--- src/hw/rtl/plit_pkg.sv ---
// package for the piecewise linear interpolation table
// types, status codes and controller states; no dependencies
`timescale 1ns / 1ps
package plit_pkg;
	localparam int unsigned DEPTH = 64;
	localparam int unsigned AW = $clog2(DEPTH);
	localparam int unsigned CW = $clog2(DEPTH + 1);
	localparam int unsigned QW = 32;

	localparam logic [2:0] ST_LOAD_OK = 3'd0;
	localparam logic [2:0] ST_LOAD_FULL = 3'd1;
	localparam logic [2:0] ST_QUERY_OK = 3'd2;
	localparam logic [2:0] ST_OUT_OF_RANGE = 3'd3;
	localparam logic [2:0] ST_EMPTY = 3'd4;
	localparam logic signed [15:0] ONE_Q412 = 16'sd4096;

	typedef enum logic [3:0] {
		S_IDLE, S_LSCAN, S_LSHIFT, S_LWRITE, S_QFIRST, S_QLAST, S_QSCAN,
		S_QPREV, S_QMUL, S_QDIV, S_QFIN, S_OUT
	} state_t;

	typedef struct packed {
		logic take;      // capture input item
		logic rd_cur;    // read entry at index
		logic rd_prev;   // read entry at index-1
		logic rd_first;
		logic rd_last;
		logic idx_dec;
		logic idx_inc;
		logic shift_wr;  // write entry idx from read data (shift up)
		logic ins_wr;    // write new point at idx
		logic mul;
		logic div_start;
		logic div_step;
		logic set_full;
		logic set_load;
		logic set_empty;
		logic set_oor;
		logic set_match;
		logic set_interp;
		logic out_valid;
	} cmd_t;

	typedef struct packed {
		logic is_query;
		logic full;
		logic empty;
		logic idx_zero;
		logic idx_at_cnt;
		logic rd_gt;     // stored angle > key
		logic rd_eq;
		logic rd_lt_key_below; // key < stored (for query scan)
		logic below_first;
		logic above_last;
		logic den_le0;
		logic div_done;
		logic out_taken;
	} stat_t;
endpackage

--- src/hw/rtl/plit_if.sv ---
// valid/ready channel interfaces for the interpolation table
// depends on nothing
`timescale 1ns / 1ps
interface plit_in_if;
	logic valid;
	logic ready;
	logic mode;
	logic signed [15:0] angle;
	logic signed [15:0] point_value;
	modport source(output valid, mode, angle, point_value, input ready);
	modport sink(input valid, mode, angle, point_value, output ready);
endinterface

interface plit_out_if;
	logic valid;
	logic ready;
	logic signed [15:0] result_value;
	logic [2:0] status;
	modport source(output valid, result_value, status, input ready);
	modport sink(input valid, result_value, status, output ready);
endinterface

--- src/hw/rtl/piecewise_linear_interpolation_table.sv ---
// top level of the piecewise linear interpolation table
// depends on plit_pkg, plit_if, plit_ctrl, plit_dp
//
//  channel   dir  payload
//  in_ch     in   mode, angle, point_value
//  out_ch    out  result_value, status
//
// one item at a time; a load moves each larger entry up one place and then
// writes the new point into the gap, and a query scans the entries and then,
// when it interpolates, runs a 32-step restoring divider
// reset clears the controller state and, in the datapath, only the entry count;
// stored breakpoints need no clearing; a result waits in its register until taken; input stays stalled meanwhile
`timescale 1ns / 1ps
module piecewise_linear_interpolation_table (
	input logic clk,
	input logic arst_n,
	plit_in_if.sink in_ch,
	plit_out_if.source out_ch
);
	plit_pkg::cmd_t cmd;
	plit_pkg::stat_t st;

	// sequencing of scan, shift and divide
	plit_ctrl u_ctrl (
		.clk(clk), .arst_n(arst_n), .in_valid(in_ch.valid),
		.st(st), .cmd(cmd), .in_ready(in_ch.ready)
	);

	// storage and arithmetic
	plit_dp u_dp (
		.clk(clk), .arst_n(arst_n), .in_mode(in_ch.mode), .in_angle(in_ch.angle),
		.in_point_value(in_ch.point_value), .out_ready(out_ch.ready),
		.cmd(cmd), .st(st), .result_value(out_ch.result_value), .status(out_ch.status)
	);

	assign out_ch.valid = cmd.out_valid;
endmodule

--- src/hw/rtl/plit_ctrl.sv ---
// controller state machine for the interpolation table
// depends on plit_pkg
`timescale 1ns / 1ps
module plit_ctrl (
	input logic clk,
	input logic arst_n,
	input logic in_valid,
	input plit_pkg::stat_t st,
	output plit_pkg::cmd_t cmd,
	output logic in_ready
);
	plit_pkg::state_t state_q, state_d;

	always_ff @(posedge clk or negedge arst_n) begin
		if (!arst_n) state_q <= plit_pkg::S_IDLE;
		else state_q <= state_d;
	end

	always_comb begin
		state_d = state_q;
		case (state_q)
			plit_pkg::S_IDLE: if (in_valid) state_d = plit_pkg::S_QFIRST;
			plit_pkg::S_QFIRST: begin
				if (!st.is_query) begin
					if (st.full) state_d = plit_pkg::S_OUT;
					else if (st.idx_zero) state_d = plit_pkg::S_LWRITE;
					else state_d = plit_pkg::S_LSCAN;
				end else if (st.empty) state_d = plit_pkg::S_OUT;
				else state_d = plit_pkg::S_QLAST;
			end
			plit_pkg::S_LSCAN: begin
				// entry idx-1 on read port
				if (st.rd_gt) state_d = plit_pkg::S_LSHIFT;
				else state_d = plit_pkg::S_LWRITE;
			end
			plit_pkg::S_LSHIFT: begin
				if (st.idx_zero) state_d = plit_pkg::S_LWRITE;
				else state_d = plit_pkg::S_LSCAN;
			end
			plit_pkg::S_LWRITE: state_d = plit_pkg::S_OUT;
			plit_pkg::S_QLAST: begin
				if (st.below_first || st.above_last) state_d = plit_pkg::S_OUT;
				else state_d = plit_pkg::S_QSCAN;
			end
			plit_pkg::S_QSCAN: begin
				if (st.rd_eq) state_d = plit_pkg::S_OUT;
				else if (st.rd_lt_key_below && !st.idx_zero) state_d = plit_pkg::S_QPREV;
				else if (st.idx_at_cnt) state_d = plit_pkg::S_OUT;
			end
			plit_pkg::S_QPREV: state_d = plit_pkg::S_QMUL;
			plit_pkg::S_QMUL: state_d = st.den_le0 ? plit_pkg::S_OUT : plit_pkg::S_QDIV;
			plit_pkg::S_QDIV: if (st.div_done) state_d = plit_pkg::S_QFIN;
			plit_pkg::S_QFIN: state_d = plit_pkg::S_OUT;
			plit_pkg::S_OUT: if (st.out_taken) state_d = plit_pkg::S_IDLE;
			default: state_d = plit_pkg::S_IDLE;
		endcase
	end

	always_comb begin
		cmd = '0;
		in_ready = 1'b0;
		case (state_q)
			plit_pkg::S_IDLE: begin
				in_ready = 1'b1;
				cmd.take = in_valid;
			end
			plit_pkg::S_QFIRST: begin
				if (!st.is_query) begin
					if (st.full) cmd.set_full = 1'b1;
					else if (!st.idx_zero) cmd.rd_prev = 1'b1;
				end else if (st.empty) cmd.set_empty = 1'b1;
				else cmd.rd_last = 1'b1;
			end
			plit_pkg::S_LSCAN: begin
				// move entry idx-1 up and step down
				if (st.rd_gt) begin
					cmd.shift_wr = 1'b1;
					cmd.idx_dec = 1'b1;
				end
			end
			plit_pkg::S_LSHIFT: if (!st.idx_zero) cmd.rd_prev = 1'b1;
			plit_pkg::S_LWRITE: begin
				cmd.ins_wr = 1'b1;
				cmd.set_load = 1'b1;
			end
			plit_pkg::S_QLAST: begin
				if (st.below_first || st.above_last) cmd.set_oor = 1'b1;
				else cmd.rd_cur = 1'b1;
			end
			plit_pkg::S_QSCAN: begin
				if (st.rd_eq) cmd.set_match = 1'b1;
				else if (st.rd_lt_key_below && !st.idx_zero) cmd.rd_prev = 1'b1;
				else if (st.idx_at_cnt) cmd.set_oor = 1'b1;
				else begin
					cmd.idx_inc = 1'b1;
					cmd.rd_cur = 1'b1;
				end
			end
			plit_pkg::S_QPREV: cmd.mul = 1'b1;
			plit_pkg::S_QMUL: begin
				if (st.den_le0) cmd.set_match = 1'b1;
				else cmd.div_start = 1'b1;
			end
			plit_pkg::S_QDIV: cmd.div_step = 1'b1;
			plit_pkg::S_QFIN: cmd.set_interp = 1'b1;
			plit_pkg::S_OUT: cmd.out_valid = 1'b1;
			default: ;
		endcase
	end

	a_ready_idle: assert property (@(posedge clk) disable iff (!arst_n)
		in_ready |-> state_q == plit_pkg::S_IDLE) else $error("ready outside idle");
	a_out_hold: assert property (@(posedge clk) disable iff (!arst_n)
		cmd.out_valid && !st.out_taken |=> cmd.out_valid) else $error("result dropped");
	a_take_leaves: assert property (@(posedge clk) disable iff (!arst_n)
		cmd.take |=> state_q == plit_pkg::S_QFIRST) else $error("take not followed");
endmodule

--- src/hw/rtl/plit_dp.sv ---
// datapath: breakpoint memory, scan index, multiplier and serial divider
// depends on plit_pkg
`timescale 1ns / 1ps
module plit_dp (
	input logic clk,
	input logic arst_n,
	input logic in_mode,
	input logic signed [15:0] in_angle,
	input logic signed [15:0] in_point_value,
	input logic out_ready,
	input plit_pkg::cmd_t cmd,
	output plit_pkg::stat_t st,
	output logic signed [15:0] result_value,
	output logic [2:0] status
);
	logic [31:0] mem [plit_pkg::DEPTH];
	logic [31:0] rd_q;
	logic signed [15:0] first_q;
	logic [plit_pkg::CW-1:0] cnt_q;
	logic [plit_pkg::CW-1:0] idx_q;
	logic mode_q;
	logic signed [15:0] key_q, val_q;
	logic signed [15:0] va_q, c_q, vc_q;
	logic signed [15:0] res_q;
	logic [2:0] status_q;
	logic signed [33:0] prod_q;
	logic [16:0] den_q;
	logic [plit_pkg::QW-1:0] quo_q, num_q;
	logic [16:0] rem_q;
	logic neg_q;
	logic [5:0] step_q;
	logic signed [15:0] rd_ang, rd_val, f_ang;
	logic [plit_pkg::AW-1:0] rd_addr;
	logic rd_en;
	logic [17:0] rem_sh;
	logic [plit_pkg::CW-1:0] idx_m1;
	logic signed [plit_pkg::QW:0] sq;

	assign rd_ang = rd_q[31:16];
	assign rd_val = rd_q[15:0];
	assign f_ang = first_q;
	assign idx_m1 = idx_q - 1'b1;

	always_comb begin
		rd_en = cmd.rd_cur | cmd.rd_prev | cmd.rd_last;
		rd_addr = idx_q[plit_pkg::AW-1:0];
		if (cmd.rd_prev) rd_addr = idx_m1[plit_pkg::AW-1:0];
		else if (cmd.rd_last) begin
			rd_addr = cnt_q[plit_pkg::AW-1:0] - 1'b1;
		end else if (cmd.rd_cur && cmd.idx_inc) begin
			rd_addr = idx_q[plit_pkg::AW-1:0] + 1'b1;
		end
	end

	// memory: one write, one registered read
	always_ff @(posedge clk) begin
		if (cmd.shift_wr) mem[idx_q[plit_pkg::AW-1:0]] <= rd_q;
		else if (cmd.ins_wr) mem[idx_q[plit_pkg::AW-1:0]] <= {key_q, val_q};
		if (rd_en) rd_q <= mem[rd_addr];
		else if (cmd.take) rd_q <= mem[0];
	end

	always_ff @(posedge clk or negedge arst_n) begin
		if (!arst_n) cnt_q <= '0;
		else if (cmd.ins_wr) cnt_q <= cnt_q + 1'b1;
	end

	assign rem_sh = {rem_q, num_q[plit_pkg::QW-1]};

	always_ff @(posedge clk) begin
		if (cmd.take) begin
			mode_q <= in_mode;
			key_q <= in_angle;
			val_q <= in_point_value;
			idx_q <= cnt_q;
		end
		if (cmd.rd_last) begin
			first_q <= rd_ang;
			idx_q <= '0;
		end
		if (cmd.idx_dec) idx_q <= idx_m1;
		if (cmd.idx_inc) idx_q <= idx_q + 1'b1;
		if (cmd.rd_prev && mode_q) begin
			c_q <= rd_ang;
			vc_q <= rd_val;
		end
		if (cmd.mul) begin
			va_q <= rd_val;
			prod_q <= 34'(($signed({key_q[15], key_q}) - $signed({rd_ang[15], rd_ang}))
				* ($signed({vc_q[15], vc_q}) - $signed({rd_val[15], rd_val})));
			den_q <= 17'($signed({c_q[15], c_q}) - $signed({rd_ang[15], rd_ang}));
		end
		if (cmd.div_start) begin
			neg_q <= prod_q[33];
			num_q <= prod_q[33] ? plit_pkg::QW'(-prod_q) : plit_pkg::QW'(prod_q);
			rem_q <= '0;
			quo_q <= '0;
			step_q <= '0;
		end
		if (cmd.div_step) begin
			if (rem_sh >= {1'b0, den_q}) begin
				rem_q <= 17'(rem_sh - {1'b0, den_q});
				quo_q <= {quo_q[plit_pkg::QW-2:0], 1'b1};
			end else begin
				rem_q <= rem_sh[16:0];
				quo_q <= {quo_q[plit_pkg::QW-2:0], 1'b0};
			end
			num_q <= {num_q[plit_pkg::QW-2:0], 1'b0};
			step_q <= step_q + 1'b1;
		end
		if (cmd.set_full) begin res_q <= '0; status_q <= plit_pkg::ST_LOAD_FULL; end
		if (cmd.set_load) begin res_q <= '0; status_q <= plit_pkg::ST_LOAD_OK; end
		if (cmd.set_empty) begin res_q <= '0; status_q <= plit_pkg::ST_EMPTY; end
		if (cmd.set_oor) begin
			res_q <= plit_pkg::ONE_Q412;
			status_q <= plit_pkg::ST_OUT_OF_RANGE;
		end
		if (cmd.set_match) begin
			res_q <= st.den_le0 && !st.rd_eq ? va_q : rd_val;
			status_q <= plit_pkg::ST_QUERY_OK;
		end
		if (cmd.set_interp) begin
			res_q <= 16'(sq);
			status_q <= plit_pkg::ST_QUERY_OK;
		end
	end

	assign sq = neg_q ? -$signed({1'b0, quo_q}) + va_q : $signed({1'b0, quo_q}) + va_q;

	always_comb begin
		st = '0;
		st.is_query = mode_q;
		st.full = cnt_q >= plit_pkg::CW'(plit_pkg::DEPTH);
		st.empty = cnt_q == '0;
		st.idx_zero = mode_q ? (idx_q == '0) : (idx_q == '0);
		st.idx_at_cnt = (idx_q + 1'b1) >= cnt_q;
		st.rd_gt = rd_ang > key_q;
		st.rd_eq = rd_ang == key_q;
		st.rd_lt_key_below = key_q < rd_ang;
		st.below_first = key_q < f_ang;
		st.above_last = key_q > rd_ang;
		st.den_le0 = $signed(den_q) <= 0;
		st.div_done = step_q == 6'(plit_pkg::QW - 1);
		st.out_taken = out_ready;
	end

	assign result_value = res_q;
	assign status = status_q;

	a_cnt_bound: assert property (@(posedge clk) disable iff (!arst_n)
		cnt_q <= plit_pkg::CW'(plit_pkg::DEPTH)) else $error("count overflow");
	a_ins_grows: assert property (@(posedge clk) disable iff (!arst_n)
		cmd.ins_wr |=> cnt_q == $past(cnt_q) + 1'b1) else $error("count not bumped");
	a_no_dual_wr: assert property (@(posedge clk) disable iff (!arst_n)
		!(cmd.shift_wr && cmd.ins_wr)) else $error("two writes");
endmodule

--- src/flat_wrapper.sv ---
// flat-port wrapper written by rule: the top's interface ports become plain ports
module piecewise_linear_interpolation_table_flat 
  (clk, arst_n, in_ch_valid, in_ch_mode, in_ch_angle, in_ch_point_value, in_ch_ready, out_ch_valid, out_ch_result_value, out_ch_status, out_ch_ready);
  plit_in_if in_ch_i ();
  plit_out_if out_ch_i ();
  input logic clk;
  input logic arst_n;
  input wire logic [$bits(in_ch_i.valid)-1:0] in_ch_valid;
  input wire logic [$bits(in_ch_i.mode)-1:0] in_ch_mode;
  input wire logic [$bits(in_ch_i.angle)-1:0] in_ch_angle;
  input wire logic [$bits(in_ch_i.point_value)-1:0] in_ch_point_value;
  output wire logic [$bits(in_ch_i.ready)-1:0] in_ch_ready;
  output wire logic [$bits(out_ch_i.valid)-1:0] out_ch_valid;
  output wire logic [$bits(out_ch_i.result_value)-1:0] out_ch_result_value;
  output wire logic [$bits(out_ch_i.status)-1:0] out_ch_status;
  input wire logic [$bits(out_ch_i.ready)-1:0] out_ch_ready;
  assign in_ch_i.valid = in_ch_valid;
  assign in_ch_i.mode = in_ch_mode;
  assign in_ch_i.angle = in_ch_angle;
  assign in_ch_i.point_value = in_ch_point_value;
  assign in_ch_ready = in_ch_i.ready;
  assign out_ch_valid = out_ch_i.valid;
  assign out_ch_result_value = out_ch_i.result_value;
  assign out_ch_status = out_ch_i.status;
  assign out_ch_i.ready = out_ch_ready;
  piecewise_linear_interpolation_table u_core (.clk(clk), .arst_n(arst_n), .in_ch(in_ch_i), .out_ch(out_ch_i));
endmodule
--- config.mk ---
export PLATFORM = sky130hd
export DESIGN_NAME = piecewise_linear_interpolation_table_flat
export DESIGN_NICKNAME = d
export VERILOG_FILES = /design/src/hw/rtl/plit_pkg.sv /design/src/hw/rtl/plit_if.sv /design/src/hw/rtl/piecewise_linear_interpolation_table.sv /design/src/hw/rtl/plit_ctrl.sv /design/src/hw/rtl/plit_dp.sv /design/src/flat_wrapper.sv
export SDC_FILE = /design/constraint.sdc
export NUM_CORES = 2
export LEC_CHECK = 0
export BUFFER_PORTS_ARGS = -buffer_cell sky130_fd_sc_hd__buf_2
export CAP_MARGIN = 20
export CORE_MARGIN = 2
export CORE_UTILIZATION = 30
export DETAILED_ROUTE_END_ITERATION = 8
export GPL_TIMING_DRIVEN = 0
export PLACE_DENSITY_LB_ADDON = 0.25
export SETUP_SLACK_MARGIN = 0.2
export SKIP_CTS_REPAIR_TIMING = 1
export SLEW_MARGIN = 15
export SYNTH_ARGS = -nofsm -noshare
export SYNTH_HDL_FRONTEND = slang
export SYNTH_SLANG_ARGS = --single-unit
--- constraint.sdc ---
create_clock -name clk -period 12.5 [get_ports clk]
set_input_delay 0.625 -clock clk [delete_from_list [all_inputs] [get_ports clk]]
set_output_delay 0.625 -clock clk [all_outputs]
set_load 0.1 [all_outputs]
# Word-level counts from Yosys, hierarchy flattened
# Memory sizes are Yosys's and may differ from the RTL's.
# Index checks and enable logic that the tools add are counted.
# word_totals
mem_bits_rw	2048
regBits	289
input_bits	37
out_inout_bits	21
latch_bits	0
romBits	0
mem_count	1
# mem_list
name	words	word_bits	read_ports	rd_ports_with_merged_regs	write_ports	line_no	source
u_core.u_dp.mem	64	32	2	0	1	plit_dp.sv:16	logic [31:0] mem [plit_pkg::DEPTH];
# classes
muxes	92
n_bitwise	3
div	0
n_reduce_logical	20
order_cmp	8
shift	0
add_sub_neg	14
eq_ne	17
mul	1
# op_table
cell	n
32-bit two-way mux	6
16-bit two-way mux	10
17-bit two-way mux	3
16-bit by 16-bit subtractor with 17-bit output	3
4-bit case mux with 11 select lines	1
1-bit two-way mux	43
4-bit two-way mux	10
17-bit by 17-bit multiplier with 34-bit output	1
16-bit adder	2
16-bit > comparator	2
16-bit less-than comparator	2
32-bit negator	1
6-bit two-way mux	5
7-bit two-way mux	4
18-bit by 17-bit greater-or-equal comparator with 1-bit output	1
17-bit by 1-bit <= comparator with 1-bit output, second input constant	1
17-bit subtractor	1
16-bit == test	1
4-bit by 3-bit == test with 1-bit output, second input constant	4
4-bit == test, second input constant	4
16-bit negator	1
7-bit by 1-bit adder with 7-bit output, second input constant	2
7-bit logical NOT	2
6-bit by 1-bit adder with 6-bit output, second input constant	2
other kinds (26)	43

# Depth between registers and ports, before layout
# An unclocked memory read counts as a cell.
# depth
ltp_word	12
mapped_depth	38
mapped_depth_nobuf	38

# By module
# Synthesis repeated with hierarchy kept, for this count alone.
# hier_totals
hier_cells	8610
hier_area_um2	108088.7
# by_module_without_submodules
mod	cells_per_inst	area_per_inst_um2	seq_area_each_um2	n_inst
plit_dp	8515	107461.8	69952.1	1
plit_ctrl	95	626.9	100.1	1

# Least setup slack after synthesis
# No wires, ideal clock.
# synth_path
kind	flip-flop to flip-flop
from	reg u_core.u_dp.rd_q[0]
to	reg u_core.u_dp.prod_q[33], data pin
stages_incl_launch_ff	35
slack_ns	3.220
required_time_ns	12.239
arrival_time_ns	9.019
setup_time_ns	0.261
path_cell_list	edfxtp_1 > ha_1 > fa_1 > nor2b_1 > o21ai_0 > a21boi_0 > o21ai_0 > a21boi_0 > o21ai_0 > a21boi_0 > o311ai_0 > a21oi_1 > a21oi_1 > xor2_1 > clkbuf_1 > nor2_1 > fa_1 > fa_1 > fa_1 > fa_1 > fa_1 > inv_1 > fa_1 > inv_1 > ha_1 > a21oi_1 > o21bai_1 > a21o_1 > a21oi_1 > o21ai_0 > a41o_1 > or4b_2 > a31oi_1 > o21ai_0 > xnor2_1
# synth_between
elab_chain_cells	2
# synth_rtl
element	line_no	source
start: declaration	plit_dp.sv:17	logic [31:0] rd_q;
start signal: assignment	plit_dp.sv:59	if (rd_en) rd_q <= mem[rd_addr];
start signal: assignment	plit_dp.sv:60	else if (cmd.take) rd_q <= mem[0];
16-bit by 16-bit subtractor with 17-bit output	plit_dp.sv:90	* ($signed({vc_q[15], vc_q}) - $signed({rd_val[15], rd_val})));
17-bit by 17-bit multiplier with 34-bit output	plit_dp.sv:90	
end signal: assignment	plit_dp.sv:89	prod_q <= 34'(($signed({key_q[15], key_q}) - $signed({rd_ang[15], rd_ang}))
end: declaration	plit_dp.sv:26	logic signed [33:0] prod_q;
# No other way between the ends.
# A chain may end at the register's enable or synchronous reset.

# Worst setup path in the final report
# Same ends and word-level chain as after synthesis.

==> flow_summary.toml <==
[run_status]
status = "complete, no violations"

[global_routing]
grt_antenna_before_repair = 27
grt_pass1_vias = 68100
grt_pass1_wl_um = 493000
grt_use_total = 0.187
grt_max_degree = 65
grt_remaining_overflow = 0

[die]
rows = 219
core_area_sq_mm = 0.356
die-width_um = 603
die-height_um = 603
initial_core_util = 0.302
die_area_sq_mm = 0.363
num_io_pins = 58

[worst_setup_path]
worst_setup_path_end_kind = "register"
r2r_start = "u_core.u_dp.rd_q[0]"
startpoint = "u_core.u_dp.rd_q[0]"
crit_path_end = "u_core.u_dp.prod_q[33]"
slowest_delay_ns = 0.67
startpoint_type = "register"
timing.rr.end = "u_core.u_dp.prod_q[33]"
cp.required_ns = 13.10
reg2reg_setup_slack_ns = 1.0
reg2reg_depth = 34
critPathKind = "reg -> reg"
cp_data_arrival_time_ns = 12.10
path_common_cell = "fa_1"
crit_slowest_cell = "xor2_1"
path_max_fanout = 10

[route]
wl_per_cell_um = 25.2
antenna_left = 0
via_per_inst = 5.03
dr_wl_met2_um = 158000
routed-wl-met3_um = 24100
drtIter0Drc = 6648
num_vias = 69100
drt-met1-wl_um = 150000
top_layer_used = "met5"
drc = 0
drt_wl_total_um = 347000
dr.pass1.iters = 6

[finish]
fillCellCount = 34300
mostFrequentLayoutCells = "edfxtp_1 (2,321), nand2_1 (1,594), inv_1 (456)"
layout_commonest_cell = "edfxtp_1"
multi_input_area_sq_mm = 0.0354
areaGrowthSynthToFinish_pct = 19.0
utilization = 0.359
regArea_sq_mm = 0.0701
drive_gt1_frac = 0.114
nets = 9340

[synthesis]
synth-edff-count = 2321
ys_seq_area_frac = 0.651
syn_nets = 8737
synthCells = 8188
syn_area_per_cell_sq_um = 13.1
synth_area_sq_mm = 0.108
yosys_register_bits = 2336
synth_warnings = 0
synthArstFlopShare = 0.00471
synth_flop_cell = "edfxtp_1"
ys_types = 86

[timing]
max_slew_margin = 0.0876
tightest_slew_ns = 1.37
hold_ws_ns = 0.0581
timing.final.crit_period_ns = 11.50
slew_violations = 0
rsz0062_at_grt = "no"
hold_viol = 0
finalClockSkew_ns = 0.0686
fmax_ghz = 0.0869
finalSetupViolations = 0
setup_tns_ns = 0
period_share = 0.920

[placed_design]
gp_congestion = 0.904
port_buffers = 57
dp_hpwl_um = 261000

[clocking]
clk_pin_slew_ns = 0.06
clock-sinks = 2336
cts_tree = "done"
cts-root-buf = "clkbuf_16"
cts_buffers = 266
cts_htree_levels = 5
clk_latency_ns = 0.89
cts_max_path_buffers = 4

[flow_run]
drv_cap = 0

[hold_path]
worst_hold_path_type = "in -> reg"
## critical path: cells and delay by family (launching register included)
| kind | cells | cell delay, ns |
|---|---|---|
| flip-flops | 1 | 0.59 |
| adder cells (fa/ha/maj) | 9 | 4.11 |
| AND/OR/NAND/NOR | 3 | 0.90 |
| buffers and inverters | 3 | 0.57 |
| XOR/XNOR | 2 | 1.10 |
| AO/OA/AOI/OAI | 17 | 3.99 |
## cell usage after synthesis, types with 20 or more instances
| master | instances | area, sq um |
|---|---|---|
| inv_1 | 457 | 1720 |
| nor3_1 | 42 | 210 |
| nand2_1 | 1596 | 5990 |
| clkbuf_1 | 224 | 841 |
| nand4_1 | 49 | 307 |
| a311oi_1 | 36 | 315 |
| nor2b_1 | 129 | 807 |
| nor4_1 | 41 | 257 |
| xnor2_1 | 85 | 744 |
| a2111oi_0 | 163 | 1430 |
| buf_1 | 53 | 199 |
| o21ai_0 | 149 | 746 |
| fa_1 | 302 | 6050 |
| buf_2 | 143 | 716 |
| a21o_1 | 27 | 203 |
| edfxtp_1 | 2321 | 69700 |
| a211oi_1 | 325 | 2440 |
| ha_1 | 210 | 2630 |
| nand2b_1 | 38 | 238 |
| nand3_1 | 235 | 1180 |
| xor2_1 | 61 | 534 |
| nor2_1 | 324 | 1220 |
| mux2i_1 | 354 | 3540 |
| o22ai_1 | 175 | 1090 |
| a21oi_1 | 219 | 1100 |
| or3_1 | 20 | 125 |
| and2_1 | 170 | 1060 |
## worst min path at each step
stage / from / endpoint / slack, ns / cells after the start
after floorplan: arst_n / u_core.u_ctrl.state_q[0] / 0.33 / 0
after global placement: u_core.u_dp.status[1] / u_core.u_dp.status[1] / 0.43 / 2
after detailed placement: u_core.u_dp.status[1] / u_core.u_dp.status[1] / 0.44 / 2
after CTS: arst_n / u_core.u_dp.cnt_q[0] / -0.46 / 1
after global routing: in_ch_point_value[9] / u_core.u_dp.val_q[9] / 0.01 / 1
final: in_ch_point_value[9] / u_core.u_dp.val_q[9] / 0.06 / 1
## state kept, by name, indices dropped and copies added (netlist names), 16 cells and up
register / count
u_core.u_dp.c_q: 16
u_core.u_dp.den_q: 17
u_core.u_dp.f_ang: 16
u_core.u_dp.key_q: 16
u_core.u_dp.mem: 2048
u_core.u_dp.num_q: 32
u_core.u_dp.prod_q: 33
u_core.u_dp.quo_q: 16
u_core.u_dp.rd_q: 32
u_core.u_dp.rem_q: 17
u_core.u_dp.result_value: 16
u_core.u_dp.va_q: 16
u_core.u_dp.val_q: 16
u_core.u_dp.vc_q: 16
## final cells by class
type,count,share of cell area
inverter,457,0.0134
multi-input combinational,4962,0.276
tap,4751,0.0465
timing repair buffer,335,0.0382
clock buffer,328,0.0553
clock inverter,130,0.00819
sequential,2336,0.548
buffer,433,0.0145
antenna,6,0.000117
## cells by family after synthesis
logic type,synth area share
AO/OA/AOI/OAI,0.0788
flip-flops,0.651
XOR/XNOR,0.0119
buffers and inverters,0.0332
multiplexers,0.0337
adder cells (fa/ha/maj),0.0806
AND/OR/NAND/NOR,0.110
## stage by stage
stage	area [sq um]	setup slack, ns	instances
CTS	127000	0.976	13700
floorplan	108000	3.22	8188
detailed placement	119000	1.02	13200
finish	128000	0.997	13700
global route	128000	0.244	13700
global placement	114000	1.03	13000
## routing by layer
metal  global-route usage  vias to the layer above
met5                    0                        -
met4               0.0693                        4
met3               0.0301                      477
met2                0.298                     2324
met1                0.256                    35200
li1                     -                    31100
Power is left out: the tool's default activity adds up to more than one toggle a clock period on the data nets, which glitch-free logic cannot reach.
